--- src/design/sapd_pkg.sv ---
package sapd_pkg;

  localparam int SMP_W      = 8;
  localparam int SUM_W      = 20;
  localparam int CNT_W      = 13;
  localparam int COL_W      = 12;
  localparam int LVL_W      = 13;
  localparam int CFG_W      = 13;
  localparam int FS_W       = 8;
  localparam int CFG_IDX_W  = 2;
  localparam int MAX_GROUP  = 4096;
  localparam int MAX_WIDTH  = 4096;
  localparam int FIFO_DEPTH = 4;
  localparam int FIFO_AW    = $clog2(FIFO_DEPTH);
  localparam int DIV_W      = 21;
  localparam int DIVR_W     = 13;
  localparam int DIV_CNT_W  = $clog2(DIV_W);

  typedef enum logic [CFG_IDX_W-1:0] {
    REG_SPP        = 2'd0,
    REG_WIDTH      = 2'd1,
    REG_HEIGHT     = 2'd2,
    REG_FULL_SCALE = 2'd3
  } cfg_reg_t;

  typedef struct packed {
    logic [SUM_W-1:0] sum;
    logic [CNT_W-1:0] count;
    logic [COL_W-1:0] column;
  } grp_t;

  function automatic logic [CNT_W-1:0] eff_group(input logic [CFG_W-1:0] spp);
    logic [CNT_W-1:0] g;
    g = spp;
    if (spp == '0) g = CNT_W'(1);
    else if (spp > CFG_W'(MAX_GROUP)) g = CNT_W'(MAX_GROUP);
    return g;
  endfunction

  function automatic logic [CFG_W-1:0] eff_width(input logic [CFG_W-1:0] w_in);
    logic [CFG_W-1:0] w;
    w = w_in;
    if (w_in == '0) w = CFG_W'(1);
    else if (w_in > CFG_W'(MAX_WIDTH)) w = CFG_W'(MAX_WIDTH);
    return w;
  endfunction

endpackage

--- src/design/sapd_front.sv ---
module sapd_front (
  input  logic                        clk,
  input  logic                        rst,
  input  logic [sapd_pkg::SMP_W-1:0]  sample,
  input  logic                        frame_end,
  input  logic                        in_valid,
  output logic                        in_ready,
  input  logic [sapd_pkg::CFG_W-1:0]  samples_per_pixel,
  input  logic [sapd_pkg::CFG_W-1:0]  screen_width,
  input  logic                        fifo_full,
  output logic                        push,
  output sapd_pkg::grp_t              push_data
);

  logic [sapd_pkg::SUM_W-1:0] group_sum;
  logic [sapd_pkg::CNT_W-1:0] group_count;
  logic [sapd_pkg::COL_W-1:0] next_column;

  logic                       accept;
  logic                       complete;
  logic [sapd_pkg::SUM_W-1:0] sum_new;
  logic [sapd_pkg::CNT_W-1:0] cnt_new;
  logic [sapd_pkg::CNT_W-1:0] g;
  logic [sapd_pkg::CFG_W-1:0] w;
  logic [sapd_pkg::COL_W-1:0] col;
  logic [sapd_pkg::CFG_W-1:0] col_inc;
  logic [sapd_pkg::COL_W-1:0] col_next;

  assign in_ready = !fifo_full;
  assign accept   = in_valid && in_ready;

  assign g        = sapd_pkg::eff_group(samples_per_pixel);
  assign w        = sapd_pkg::eff_width(screen_width);
  assign sum_new  = group_sum + sapd_pkg::SUM_W'(sample);
  assign cnt_new  = group_count + sapd_pkg::CNT_W'(1);
  assign complete = cnt_new >= g;

  // point lands in column 0 if the width shrank to or below the running column
  assign col      = ({1'b0, next_column} >= w) ? '0 : next_column;
  assign col_inc  = {1'b0, col} + sapd_pkg::CFG_W'(1);
  assign col_next = (col_inc >= w) ? '0 : col_inc[sapd_pkg::COL_W-1:0];

  assign push             = accept && complete;
  assign push_data.sum    = sum_new;
  assign push_data.count  = cnt_new;
  assign push_data.column = col;

  always_ff @(posedge clk) begin
    if (rst) begin
      group_sum   <= '0;
      group_count <= '0;
      next_column <= '0;
    end else if (accept) begin
      if (complete || frame_end) begin
        group_sum   <= '0;
        group_count <= '0;
      end else begin
        group_sum   <= sum_new;
        group_count <= cnt_new;
      end
      if (complete) begin
        next_column <= col_next;
      end
    end
  end

endmodule

--- src/design/sapd_fifo.sv ---
module sapd_fifo (
  input  logic           clk,
  input  logic           rst,
  input  logic           push,
  input  sapd_pkg::grp_t push_data,
  input  logic           pop,
  output sapd_pkg::grp_t pop_data,
  output logic           full,
  output logic           empty
);

  sapd_pkg::grp_t                mem [sapd_pkg::FIFO_DEPTH];
  logic [sapd_pkg::FIFO_AW-1:0]  wr_ptr;
  logic [sapd_pkg::FIFO_AW-1:0]  rd_ptr;
  logic [sapd_pkg::FIFO_AW:0]    count;

  assign full     = count == (sapd_pkg::FIFO_AW+1)'(sapd_pkg::FIFO_DEPTH);
  assign empty    = count == '0;
  assign pop_data = mem[rd_ptr];

  always_ff @(posedge clk) begin
    if (push && !full) begin
      mem[wr_ptr] <= push_data;
    end
  end

  always_ff @(posedge clk) begin
    if (rst) begin
      wr_ptr <= '0;
      rd_ptr <= '0;
      count  <= '0;
    end else begin
      if (push && !full) wr_ptr <= wr_ptr + sapd_pkg::FIFO_AW'(1);
      if (pop && !empty) rd_ptr <= rd_ptr + sapd_pkg::FIFO_AW'(1);
      priority case (1'b1)
        (push && !full) && !(pop && !empty): count <= count + (sapd_pkg::FIFO_AW+1)'(1);
        !(push && !full) && (pop && !empty): count <= count - (sapd_pkg::FIFO_AW+1)'(1);
        default:                             count <= count;
      endcase
    end
  end

endmodule

--- src/design/sapd_div.sv ---
module sapd_div (
  input  logic                        clk,
  input  logic                        rst,
  input  logic                        start,
  input  logic [sapd_pkg::DIV_W-1:0]  dividend,
  input  logic [sapd_pkg::DIVR_W-1:0] divisor,
  output logic                        done,
  output logic [sapd_pkg::DIV_W-1:0]  quotient
);

  logic                           busy;
  logic [sapd_pkg::DIV_CNT_W-1:0] step;
  logic [sapd_pkg::DIVR_W-1:0]    rem;
  logic [sapd_pkg::DIVR_W-1:0]    dvs;
  logic [sapd_pkg::DIVR_W:0]      trial;
  logic                           fits;

  // restoring division, one quotient bit per cycle
  assign trial = {rem, quotient[sapd_pkg::DIV_W-1]};
  assign fits  = trial >= {1'b0, dvs};

  always_ff @(posedge clk) begin
    if (rst) begin
      busy <= 1'b0;
      done <= 1'b0;
      step <= '0;
    end else begin
      done <= 1'b0;
      if (start) begin
        busy     <= 1'b1;
        step     <= '0;
        rem      <= '0;
        dvs      <= divisor;
        quotient <= dividend;
      end else if (busy) begin
        rem      <= fits ? sapd_pkg::DIVR_W'(trial - {1'b0, dvs})
                         : trial[sapd_pkg::DIVR_W-1:0];
        quotient <= {quotient[sapd_pkg::DIV_W-2:0], fits};
        step     <= step + sapd_pkg::DIV_CNT_W'(1);
        if (step == sapd_pkg::DIV_CNT_W'(sapd_pkg::DIV_W - 1)) begin
          busy <= 1'b0;
          done <= 1'b1;
        end
      end
    end
  end

endmodule

--- src/design/sapd_back.sv ---
module sapd_back (
  input  logic                        clk,
  input  logic                        rst,
  input  logic                        fifo_empty,
  input  sapd_pkg::grp_t              fifo_data,
  output logic                        pop,
  input  logic [sapd_pkg::CFG_W-1:0]  screen_height,
  input  logic [sapd_pkg::FS_W-1:0]   sample_full_scale,
  output logic [sapd_pkg::COL_W-1:0]  column,
  output logic [sapd_pkg::LVL_W-1:0]  level,
  output logic                        out_valid,
  input  logic                        out_ready
);

  typedef enum logic [1:0] {ST_IDLE, ST_AVG, ST_SCALE, ST_DONE} state_t;

  state_t                       state;
  logic [sapd_pkg::COL_W-1:0]   col_r;
  logic [sapd_pkg::LVL_W-1:0]   lvl_r;

  logic                         div_start;
  logic [sapd_pkg::DIV_W-1:0]   div_dividend;
  logic [sapd_pkg::DIVR_W-1:0]  div_divisor;
  logic                         div_done;
  logic [sapd_pkg::DIV_W-1:0]   div_quo;

  logic [sapd_pkg::FS_W-1:0]    fs;
  logic [sapd_pkg::SMP_W-1:0]   avg;
  logic                         sat;
  logic [sapd_pkg::DIV_W-1:0]   product;
  logic                         out_load;

  assign fs      = (sample_full_scale == '0) ? sapd_pkg::FS_W'(1) : sample_full_scale;
  assign avg     = div_quo[sapd_pkg::SMP_W-1:0];
  assign sat     = avg >= fs;
  assign product = {{(sapd_pkg::DIV_W-sapd_pkg::SMP_W){1'b0}}, avg} *
                   {{(sapd_pkg::DIV_W-sapd_pkg::CFG_W){1'b0}}, screen_height};
  assign out_load = (state == ST_DONE) && (!out_valid || out_ready);

  always_comb begin
    pop          = (state == ST_IDLE) && !fifo_empty;
    div_start    = 1'b0;
    div_dividend = '0;
    div_divisor  = '0;
    if (pop) begin
      div_start    = 1'b1;
      div_dividend = sapd_pkg::DIV_W'(fifo_data.sum);
      div_divisor  = fifo_data.count;
    end else if (state == ST_AVG && div_done && !sat) begin
      div_start    = 1'b1;
      div_dividend = product;
      div_divisor  = sapd_pkg::DIVR_W'(fs);
    end
  end

  sapd_div u_div (
    .clk      (clk),
    .rst      (rst),
    .start    (div_start),
    .dividend (div_dividend),
    .divisor  (div_divisor),
    .done     (div_done),
    .quotient (div_quo)
  );

  always_ff @(posedge clk) begin
    if (rst) begin
      state     <= ST_IDLE;
      out_valid <= 1'b0;
    end else begin
      if (out_load) out_valid <= 1'b1;
      else if (out_ready) out_valid <= 1'b0;
      unique case (state)
        ST_IDLE: begin
          if (pop) begin
            col_r <= fifo_data.column;
            state <= ST_AVG;
          end
        end
        ST_AVG: begin
          if (div_done) begin
            if (sat) begin
              lvl_r <= screen_height;
              state <= ST_DONE;
            end else begin
              state <= ST_SCALE;
            end
          end
        end
        ST_SCALE: begin
          if (div_done) begin
            lvl_r <= div_quo[sapd_pkg::LVL_W-1:0];
            state <= ST_DONE;
          end
        end
        ST_DONE: begin
          if (out_load) begin
            column <= col_r;
            level  <= lvl_r;
            state  <= ST_IDLE;
          end
        end
        default: state <= ST_IDLE;
      endcase
    end
  end

endmodule

--- src/design/sample_average_pixel_decimator.sv ---
// Flow: the last sample of a group pushes it into the queue, and the back end then runs
// two bit-serial divisions, average then scaling (only the average when it saturates).
// Throughput: one sample per cycle while the four-entry queue has room; the back end
// handles one group at a time and pops the next once its point is loaded for output.
// Reset: registers return to 1/640/480/255, the group sum, count and column clear.
module sample_average_pixel_decimator (
  input  logic                            clk,
  input  logic                            rst,
  input  logic                            cfg_we,
  input  logic [sapd_pkg::CFG_IDX_W-1:0]  cfg_index,
  input  logic [sapd_pkg::CFG_W-1:0]      cfg_data,
  input  logic [sapd_pkg::SMP_W-1:0]      sample,
  input  logic                            frame_end,
  input  logic                            in_valid,
  output logic                            in_ready,
  output logic [sapd_pkg::COL_W-1:0]      column,
  output logic [sapd_pkg::LVL_W-1:0]      level,
  output logic                            out_valid,
  input  logic                            out_ready
);

  logic [sapd_pkg::CFG_W-1:0] samples_per_pixel;
  logic [sapd_pkg::CFG_W-1:0] screen_width;
  logic [sapd_pkg::CFG_W-1:0] screen_height;
  logic [sapd_pkg::FS_W-1:0]  sample_full_scale;

  logic           push;
  logic           pop;
  logic           fifo_full;
  logic           fifo_empty;
  sapd_pkg::grp_t push_data;
  sapd_pkg::grp_t pop_data;

  always_ff @(posedge clk) begin
    if (rst) begin
      samples_per_pixel <= sapd_pkg::CFG_W'(1);
      screen_width      <= sapd_pkg::CFG_W'(640);
      screen_height     <= sapd_pkg::CFG_W'(480);
      sample_full_scale <= sapd_pkg::FS_W'(255);
    end else if (cfg_we) begin
      unique case (sapd_pkg::cfg_reg_t'(cfg_index))
        sapd_pkg::REG_SPP:        samples_per_pixel <= cfg_data;
        sapd_pkg::REG_WIDTH:      screen_width      <= cfg_data;
        sapd_pkg::REG_HEIGHT:     screen_height     <= cfg_data;
        sapd_pkg::REG_FULL_SCALE: sample_full_scale <= cfg_data[sapd_pkg::FS_W-1:0];
        default: ;
      endcase
    end
  end

  sapd_front u_front (
    .clk               (clk),
    .rst               (rst),
    .sample            (sample),
    .frame_end         (frame_end),
    .in_valid          (in_valid),
    .in_ready          (in_ready),
    .samples_per_pixel (samples_per_pixel),
    .screen_width      (screen_width),
    .fifo_full         (fifo_full),
    .push              (push),
    .push_data         (push_data)
  );

  sapd_fifo u_fifo (
    .clk       (clk),
    .rst       (rst),
    .push      (push),
    .push_data (push_data),
    .pop       (pop),
    .pop_data  (pop_data),
    .full      (fifo_full),
    .empty     (fifo_empty)
  );

  sapd_back u_back (
    .clk               (clk),
    .rst               (rst),
    .fifo_empty        (fifo_empty),
    .fifo_data         (pop_data),
    .pop               (pop),
    .screen_height     (screen_height),
    .sample_full_scale (sample_full_scale),
    .column            (column),
    .level             (level),
    .out_valid         (out_valid),
    .out_ready         (out_ready)
  );

`ifndef NO_ASSERTIONS
  a_level_range: assert property (@(posedge clk) disable iff (rst)
    out_valid |-> ({1'b0, level} <= {1'b0, screen_height}))
    else $error("level above screen height");

  a_column_range: assert property (@(posedge clk) disable iff (rst)
    out_valid |-> ({1'b0, column} < sapd_pkg::eff_width(screen_width)))
    else $error("column outside screen width");

  a_no_overflow: assert property (@(posedge clk) disable iff (rst)
    push |-> !fifo_full)
    else $error("group pushed into full queue");

  a_group_sane: assert property (@(posedge clk) disable iff (rst)
    push |-> (push_data.count != '0 &&
              push_data.sum <= sapd_pkg::SUM_W'(255) * sapd_pkg::SUM_W'(push_data.count)))
    else $error("group sum inconsistent with count");
`endif

endmodule
--- config.mk ---
export PLATFORM = sky130hd
export DESIGN_NAME = sample_average_pixel_decimator
export DESIGN_NICKNAME = d
export VERILOG_FILES = /design/src/design/sapd_pkg.sv /design/src/design/sapd_front.sv /design/src/design/sapd_fifo.sv /design/src/design/sapd_div.sv /design/src/design/sapd_back.sv /design/src/design/sample_average_pixel_decimator.sv
export SDC_FILE = /design/constraint.sdc
export NUM_CORES = 1
export LEC_CHECK = 0
export ABC_AREA = 1
export BUFFER_PORTS_ARGS = -buffer_cell sky130_fd_sc_hd__buf_2
export CELL_PAD_IN_SITES_DETAIL_PLACEMENT = 2
export CELL_PAD_IN_SITES_GLOBAL_PLACEMENT = 2
export CORE_MARGIN = 2
export CORE_UTILIZATION = 30
export DETAILED_ROUTE_END_ITERATION = 10
export PLACE_DENSITY_LB_ADDON = 0.1
export SYNTH_ARGS = -nofsm -noshare
export SYNTH_HDL_FRONTEND = slang
export SYNTH_HIERARCHICAL = 1
export SYNTH_SLANG_ARGS = --single-unit
export TNS_END_PERCENT = 20
--- constraint.sdc ---
create_clock -name clk -period 8.1 [get_ports clk]
set_clock_uncertainty 0.1 [all_clocks]
set_input_delay 2.025 -clock clk [delete_from_list [all_inputs] [get_ports clk]]
set_output_delay 2.025 -clock clk [all_outputs]
set_load 0.005 [all_outputs]
==> Yosys cells after proc, flatten, opt, wreduce, memory -nomap -nowiden <==
Memory sizes are Yosys's and may differ from the RTL's. A register that Yosys moved wholly into a read port is not among the register bits.
Index checks and enable logic that the tools add are counted.
{ "op_classes": {"order_cmp": 7, "addsub": 9, "n_eq_ne": 13, "bitwise": 2, "mul": 1, "n_reduce_logical": 41, "n_mux": 41} }
{ "ops": {"columns": ["cell", "n"], "rows": [
  ["$mux 13", 11],
  ["$mux 21", 4],
  ["$ge 13x13->1", 2],
  ["$gt 13x13->1 const B", 2],
  ["$logic_not 13->1", 2],
  ["$pmux 13 s2", 1],
  ["$mux 12", 2],
  ["$mul 8x13->21", 1],
  ["$add 20x8->20", 1],
  ["$mux 20", 1],
  ["$mux 8", 2],
  ["$ge 14x13->1", 1],
  ["$reduce_and 2->1", 7],
  ["$add 12x1->13 const B", 1],
  ["$add 13x1->13 const B", 1],
  ["$ge 12x13->1", 1],
  ["$sub 13x13->13", 1],
  ["$mux 2", 6],
  ["$mux 1", 11],
  ["$logic_and 1x1->1", 10],
  ["$eq 2x2->1 const B", 4],
  ["$ge 8x8->1", 1],
  ["$logic_not 8->1", 1],
  ["$pmux 2 s4", 1],
  ["21 further kinds", 39]
]} }
{ "word_totals": {"mem_bits_rw": 180, "memories": 1, "word_cells": 137, "ff_bits": 206} }
{ "mem_list": {"columns": ["name", "depth", "word_bits", "rd", "rd_ports_with_merged_regs", "write_ports", "line_no", "source"], "rows": [
  ["u_fifo.mem", 4, 45, 1, 1, 1, "sapd_fifo.sv:12", "sapd_pkg::grp_t mem [sapd_pkg::FIFO_DEPTH];"]
]} }

==> Logic depth before layout (Yosys ltp) <==
Gate-level depths: netlist (run 1).
{ "logic_depth": {"ltp_word": 10, "depth_mapped": 31} }

==> Hierarchy <==
The synthesis (run 1) kept the hierarchy.
{ "by_module_without_submodules": {"columns": ["module", "cells_per_inst", "seq_area_each_um2", "area_each_um2", "instances"], "rows": [
  ["sapd_fifo", 505, 5585.4, 7195.7, 1],
  ["sapd_back", 830, 1561.5, 6281.0, 1],
  ["sapd_front", 585, 900.9, 3883.7, 1],
  ["sapd_div", 378, 1551.5, 3126.7, 1],
  ["sample_average_pixel_decimator", 279, 940.9, 1966.9, 1]
]} }

==> Least setup slack after synthesis (run 1) <==
OpenSTA, ideal clock, no wires.
{ "synth_timing": {"kind": "input-to-reg", "from": "input in_valid", "to": "memory u_fifo/mem[0][0] in the netlist's numbering (enable)", "cell_stages": 7, "required_ns": 7.553, "arrival_ns": 4.678, "slack_ns": 2.875, "cell_sequence": "nand2_1 -> inv_1 -> nand2_1 -> clkbuf_1 -> inv_1 -> nand2_2 -> nor2_1"} }
{ "synth_via": {"elab_chain_cells": 5} }
{ "synth_rtl": {"columns": ["item", "line_no", "source"], "rows": [
  ["start: declaration", "sample_average_pixel_decimator.sv:14", "input logic in_valid,"],
  ["$logic_and 1x1->1", "sapd_front.sv:30", "assign accept = in_valid && in_ready;"],
  ["$logic_and 1x1->1", "sapd_front.sv:43", "assign push = accept && complete;"],
  ["net push", "sample_average_pixel_decimator.sv:27", "logic push;"],
  ["$logic_and 1x1->1", "sapd_fifo.sv:22", "if (push && !full) begin"],
  ["$mux 1", "sapd_fifo.sv:22", null],
  ["$mux 1 (not written as such)", "sapd_fifo.sv:23", "mem[wr_ptr] <= push_data;"],
  ["end: declaration", "sapd_fifo.sv:12", null]
]} }
The timed path passes the listed nets, and every way through them passes these cells.

==> results of run 1 <==
worst max-delay path: stages, from the launching register on:
cell	delay (ps)
dfxtp_1	320
nor4_1	330
inv_1	80
nor3_1	280
nor2_1	100
inv_1	220
nand2_1	130
ha_1	310
nand2_1	90
inv_2	40
nand2_1	70
nand2_1	80
a21oi_4	330
nand2_4	190
nor2_4	230
nand2_4	100
nor2_8	170
nand4_1	170
and2_1	210
ha_1	310
a21oi_1	130
o21ai_0	90
a21oi_1	130
nand3_1	110
nor2_1	640
nand3_1	200
a21oi_1	200
flip-flops by register name, summed over array words and instances, names as in the netlist, 13 cells and up, named ones only:
name and count:
samples_per_pixel 13, screen_height 13, screen_width 13, u_back/level 13, u_back/lvl_r 13, u_back/u_div/dvs 13, u_back/u_div/quotient 21, u_back/u_div/rem 13
u_fifo/mem 180, u_front/group_count 13, u_front/group_sum 20
through the flow:
step / cell area, µm² / std cells / hold slack (ps)
after detailed placement: 23590 / 3525 / 305.2
after floorplan: 22450 / 2577 / 300.3
final: 25110 / 3609 / 320.1
after global routing: 25110 / 3609 / 328.9
after CTS: 25110 / 3609 / 320.2
after global placement: 23590 / 3525 / 302.9
per-layer routing:
layer / routed length, µm / vias to the layer above / part of all wire [%]
met5: 0 / - / 0
met4: 1377 / 0 / 1.9
met3: 1701 / 77 / 2.3
met2: 37310 / 156 / 51
met1: 32120 / 8783 / 44
li1: - / 8356 / -
synth_stat cells (4+ instances only):
master,instances,share of area (%)
nand4_1,34,0.95
buf_2,25,0.56
clkbuf_1,40,0.67
buf_6,13,0.65
o21ai_2,12,0.47
nand3b_1,10,0.33
nand2_1,683,11
dfxtp_1,111,9.9
nor2_1,269,4.5
edfxtp_1,277,37
a21oi_1,107,2.4
inv_2,8,0.13
ha_1,120,6.7
nor2_2,10,0.28
xor2_1,21,0.82
xnor2_1,18,0.70
nand2_2,17,0.47
inv_1,377,6.3
nand3_4,4,0.31
nor3_1,16,0.36
nand3_1,95,2.1
and2_1,5,0.14
o22ai_1,45,1.3
fa_1,69,6.2
nor4_1,9,0.25
buf_4,14,0.47
nand3_2,7,0.31
o21ai_1,64,1.4
o21ai_0,57,1.3
path summary, 6_finish.rpt:
path               startpoint                endpoint  slack (ps)  cells past startpoint
max reg2reg   screen_width[8]  u_front/next_column[5]        2650                     26
min          u_back/col_r[10]       u_back/column[10]         320                      0
max           screen_width[8]  u_front/next_column[5]        2650                     26
min reg2reg  u_back/col_r[10]       u_back/column[10]         320                      0
kinds of logic (layout without fill, tap and decap cells):
| kind of cell | after synthesis | in the layout | synth area share (%) |
|---|---|---|---|
| buf+inv | 485 | 548 | 9.027 |
| xor+xnor | 40 | 40 | 1.594 |
| compound gates | 303 | 303 | 7.478 |
| flops | 388 | 388 | 46.94 |
| fa+ha+maj | 189 | 189 | 12.84 |
| simple gates | 1172 | 1172 | 22.12 |
layout make-up:
class                      instances  area (µm²)
clock buffer                      56        1207
clock inverter                    28       307.8
fill                            8359       49220
inverter                         390        1478
multi-input combinational       1704        9941
sequential                       388       10540
tap                              969        1212
timing repair buffer              74       417.9
power breakdown:
| part | switching [mW] | leakage, nW | internal [mW] | total [mW] |
|---|---|---|---|---|
| clock | 0.888 | 0.731 | 1.20 | 2.09 |
| sequential | 0.309 | 3.50 | 2.52 | 2.83 |
| combinational | 4.00 | 7.09 | 1.82 | 5.81 |
| total | 5.19 | 11.3 | 5.54 | 10.7 |
==> run_results.csv, run 1 <==
group,metric,value,unit
power,peakVddDrop,0.3016,mV
global_route,use_met1,23.74,%
synthesis,ys.flop_type,"edfxtp_1",
timing,fmax,183.5,MHz
timing,drv_slew,0,
global_route,grt.met2_usage,34.83,%
placed_design,dp_hpwl,52770,µm
floorplanning,core,0.07432,mm²
synthesis,ys_ff_latch,388,
clock_network,h-tree-depth,2,
timing,rsz0062_at_grt,"no",
synthesis,avgSynthCellArea,8.713,µm²
final_layout,layout_commonest_cell,"nand2_1",
route,vias,17372,
global_route,antenna_found_initial,1,
global_route,grt_util_all_layers,18.95,%
setup_path,worst_ep_arrival_time,5860,ps
placed_design,pre_cts_ws,2592,ps
setup_path,cp.required,8510,ps
floorplanning,num_rows,100,
timing,setup_tns,0,ps
outcome,status,"complete, no violations",
timing,hold_viol_final,0,
final_layout,antennaDiodeCount,0,
final_layout,syn2layout_area_growth,11.81,%
synthesis,synth_edf_count,277,
clock_network,post-cts-setup-buffers,0,
synthesis,netlist_area,0.02245,mm²
clock_network,cts_root_buf,"clkbuf_16",
route,wire_per_inst,20.09,µm
timing,post-route-min-period,5451,ps
route,drt_first_pass_iters,4,
route,wl,72510,µm
synthesis,syn_nets,2795,
clock_network,clock_latency,600,ps
timing,max_slew_margin,26.85,%
global_route,overflow,0,
timing,setup_viol,0,
route,antenna_left,0,
setup_path,worstSetupEndpointType,"register",
final_layout,drive_gt1_share,8.674,%
setup_path,critPathMaxFanout,13,
power,p_leak,11.32,nW
clock_network,cts_buffer_depth,3,
clock_network,numCtsBuffers,45,
hold_path,hp-class,"register to register",
clock_network,postCtsHoldBufs,0,
global_route,grt_pass1_wl,113400,µm
clock_network,clock_sink_count,388,
final_layout,final_core_util,33.78,%
final_layout,most-common-layout-cells,"nand2_1, inv_1, edfxtp_1",
global_route,grt.busiest_layer,"met2",
job,maxCapViolCount,0,
synthesis,postSynthCellCount,2577,
placed_design,portBuffers,55,
floorplanning,die-area,0.07705,mm²
route,dr.first_iter.drc_count,667,
global_route,use_met3,2.080,%
timing,tightest_slew,1093,ps
placed_design,place_congestion,0.7777,
synthesis,synth_cell_types,56,
floorplanning,die_h,277.6,µm
route,drc,0,
synthesis,yosys_warnings,6,
synthesis,synthArstFlopShare,0,%
power,power_density,427.4,mW/mm²
timing,setup_ws,2649,ps
global_route,grt_max_degree,91,
floorplanning,num_io_pins,56,
power,total_power,10.73,mW
clock_network,cts.repair.resized,0,
final_layout,fin_nets,2821,
clock_network,path_clk_slew,60,ps
setup_path,path_class,"register to register",
setup_path,start_kind,"register",
clock_network,cts_tree,"yes",
floorplanning,die_w,277.6,µm
floorplanning,initial_core_util,30.21,%
timing,fin_crit_sh,67.29,%
global_route,first_global_vias,19366,
route,vias_per_cell,4.814,
synthesis,yosysSeqAreaShare,46.94,%
Power figures use the tool's default switching activity.
==> run 2: changes to the inputs <==
Clock period 8.1 ns to 5.3 ns, I/O delays scaled along.
==> run 2 against run 1 <==
  * Final area up 2.0%
  * First-iteration DRC count grew 2.2%
  * Clock power grew 75%
  * Worst setup slack got worse by 2300 ps
  * Via count grew 0.81%
  * Hold slack got worse by 2.9 ps
  * Critical path depth fell by 9
  * Register-to-register slack worse by 2300 ps
  * Combinational power grew 54%
  * Total power increased by 57%
  * Wire length is 1.3% higher
  * Fmax up 10%
==> run_results.csv, run 2 (same netlist as run 1, synthesis figures left out) <==
group,metric,value,unit
power,p_sw,7.909,mW
route,drt-met1-wl,32840,µm
final_layout,syn2layout_area_growth,14.09,%
final_layout,layout_commonest_cell,"nand2_1",
setup_path,rrSetupSlack,360,ps
clock_network,cts_tree,"yes",
power,peakVddDrop,0.6259,mV
final_layout,nFillCells,8325,
timing,setup_ws,358.8,ps
floorplanning,core,0.07432,mm²
clock_network,h-tree-depth,2,
clock_network,clock_latency,600,ps
placed_design,dpl_cell_area,0.02380,mm²
timing,setup_tns,0,ps
global_route,grt_pass1_wl,114300,µm
placed_design,dp_hpwl,53240,µm
placed_design,portBuffers,55,
floorplanning,die_w,277.6,µm
route,wl,73450,µm
final_layout,drive_gt1_share,10.07,%
route,drc,0,
power,p_int,8.938,mW
setup_path,r2r.worst_path.cells,17,
power,p_leak,11.59,nW
final_layout,most-common-layout-cells,"nand2_1, inv_1, edfxtp_1",
global_route,overflow,0,
timing,hold_ws,317.2,ps
route,antenna_left,0,
floorplanning,initial_core_util,30.21,%
final_layout,seq_area,0.01054,mm²
setup_path,critical-path-slowest-cell,"edfxtp_1",
setup_path,start_kind,"register",
route,dr.first_iter.drc_count,682,
final_layout,multiInputGateArea,0.009961,mm²
clock_network,path_clk_slew,70,ps
global_route,antenna_found_initial,1,
floorplanning,num_rows,100,
clock_network,cts_root_buf,"clkbuf_16",
job,maxCapViolCount,0,
setup_path,worstSetupEndpointType,"register",
setup_path,cp.required,5550,ps
global_route,grt_max_degree,91,
clock_network,clock_sink_count,388,
timing,tightest_slew,1008,ps
power,sw_frac_of_total,46.95,%
setup_path,worstReg2RegEnd,"u_back/u_div/quotient[10]",
clock_network,numCtsBuffers,47,
timing,drv_slew,0,
route,drt_first_pass_iters,4,
route,vias,17513,
setup_path,critPathMaxFanout,16,
timing,rsz0062_at_grt,"yes",
clock_network,cts_buffer_depth,3,
timing,setup_viol,0,
timing,fmax,202.4,MHz
hold_path,hp-class,"register to register",
route,wl_met3,1308,µm
setup_path,endpoint,"u_back/u_div/quotient[10]",
global_route,grt_util_all_layers,19.21,%
floorplanning,num_io_pins,56,
setup_path,cp_common_cell,"nand2_1",
final_layout,regMostFlops,"u_fifo/mem",
power,clock_power_share,21.7,%
floorplanning,die-area,0.07705,mm²
setup_path,path_cells,"nand2_1, inv_1, fa_1, fa_1, fa_1, inv_1, fa_1, inv_1, ha_1, nand2_1, inv_1, a21oi_1, nand2_1, xnor2_1, o21ai_2, nand2_1, nand2_1",
timing,hold_viol_final,0,
global_route,first_global_vias,19239,
power,seqPwrFrac,25.4,%
route,wire_per_inst,20.18,µm
placed_design,pre_cts_ws,218.3,ps
placed_design,place_congestion,0.7881,
final_layout,fin_nets,2851,
setup_path,crit_start,"u_back/u_div/quotient[2]",
setup_path,path_class,"register to register",
setup_path,reg2reg_from,"u_back/u_div/quotient[2]",
setup_path,cp_slowest_stage_delay,840,ps
outcome,status,"complete, no violations",
final_layout,largest_reg_flops,180,
final_layout,stdcell_area,0.02562,mm²
power,combPwrFrac,53.0,%
final_layout,antennaDiodeCount,0,
floorplanning,die_h,277.6,µm
timing,max_slew_margin,32.66,%
route,vias_per_cell,4.811,
power,power_density,657.6,mW/mm²
final_layout,reg_top3,"u_fifo/mem x180, u_back/u_div/quotient x21, u_front/group_sum x20",
timing,post-route-min-period,4941,ps
timing,fin_crit_sh,93.23,%
setup_path,worst_ep_arrival_time,5190,ps
route,topRoutingLayerUsed,"met4",
route,wl_met2,37790,µm
==> run 2: how the worst min path moves through the flow <==
stage	from	to	slack, ps	depth (start not counted)
global route	u_back/lvl_r[4]	u_back/level[4]	330	0
detailed placement	u_back/col_r[0]	u_back/column[0]	310	0
floorplan	u_back/col_r[0]	u_back/column[0]	300	0
global placement	u_back/col_r[0]	u_back/column[0]	310	0
CTS	u_back/lvl_r[1]	u_back/level[1]	320	0
finish	u_back/lvl_r[1]	u_back/level[1]	320	0
==> run 2: stage by stage <==
step | instances | power [mW] | utilization [%]
6_report | 3640 | 16.85 | 34.47
5_1_grt | 3640 | 18.50 | 34.47
4_1_cts | 3633 | 17.10 | 34.37
3_5_place_dp | 3546 | 13.31 | 32.02
3_3_place_gp | 3546 | 13.07 | 32.02
2_1_floorplan | 2577 | 10.41 | -
==> run 2: power groups by stage <==
stage,Sequential [mW],Clock (mW),Combinational (mW)
after detailed placement,4.35,0,8.96
after global routing,4.33,3.88,10.3
final,4.27,3.65,8.92
after floorplan,4.08,0,6.33
after global placement,4.33,0,8.75
after CTS,4.30,3.76,9.04
==> run 2: layout make-up <==
type | count | share of cell area, %
clock inverter | 29 | 1.827
clock buffer | 58 | 4.992
tap | 969 | 4.733
timing repair buffer | 102 | 2.647
multi-input combinational | 1704 | 38.88
inverter | 390 | 5.768
sequential | 388 | 41.15
==> run 2: repair_timing <==
action,4_1_cts,5_1_grt
resized for setup,0,6
setup endpoints to repair,0,14
setup buffers,0,7
hold buffers,0,0
==> run 2: critical path: cells and delay by family, from the launching register on <==
family	cells	cell delay [ps]
DFF	1	840
and+or+nand+nor	5	500
xor gates and xnor gates	1	390
adders and majority gates	5	2360
AOI/OAI and AO/OA	2	230
buffers and inverters	4	250
==> run 2: routing by layer <==
| metal | up-vias | global-route usage (%) |
|---|---|---|
| li1 | 8420 | - |
| met1 | 8881 | 24.33 |
| met2 | 139 | 34.90 |
| met3 | 73 | 1.819 |
| met4 | 0 | 4.976 |
| met5 | - | 0 |
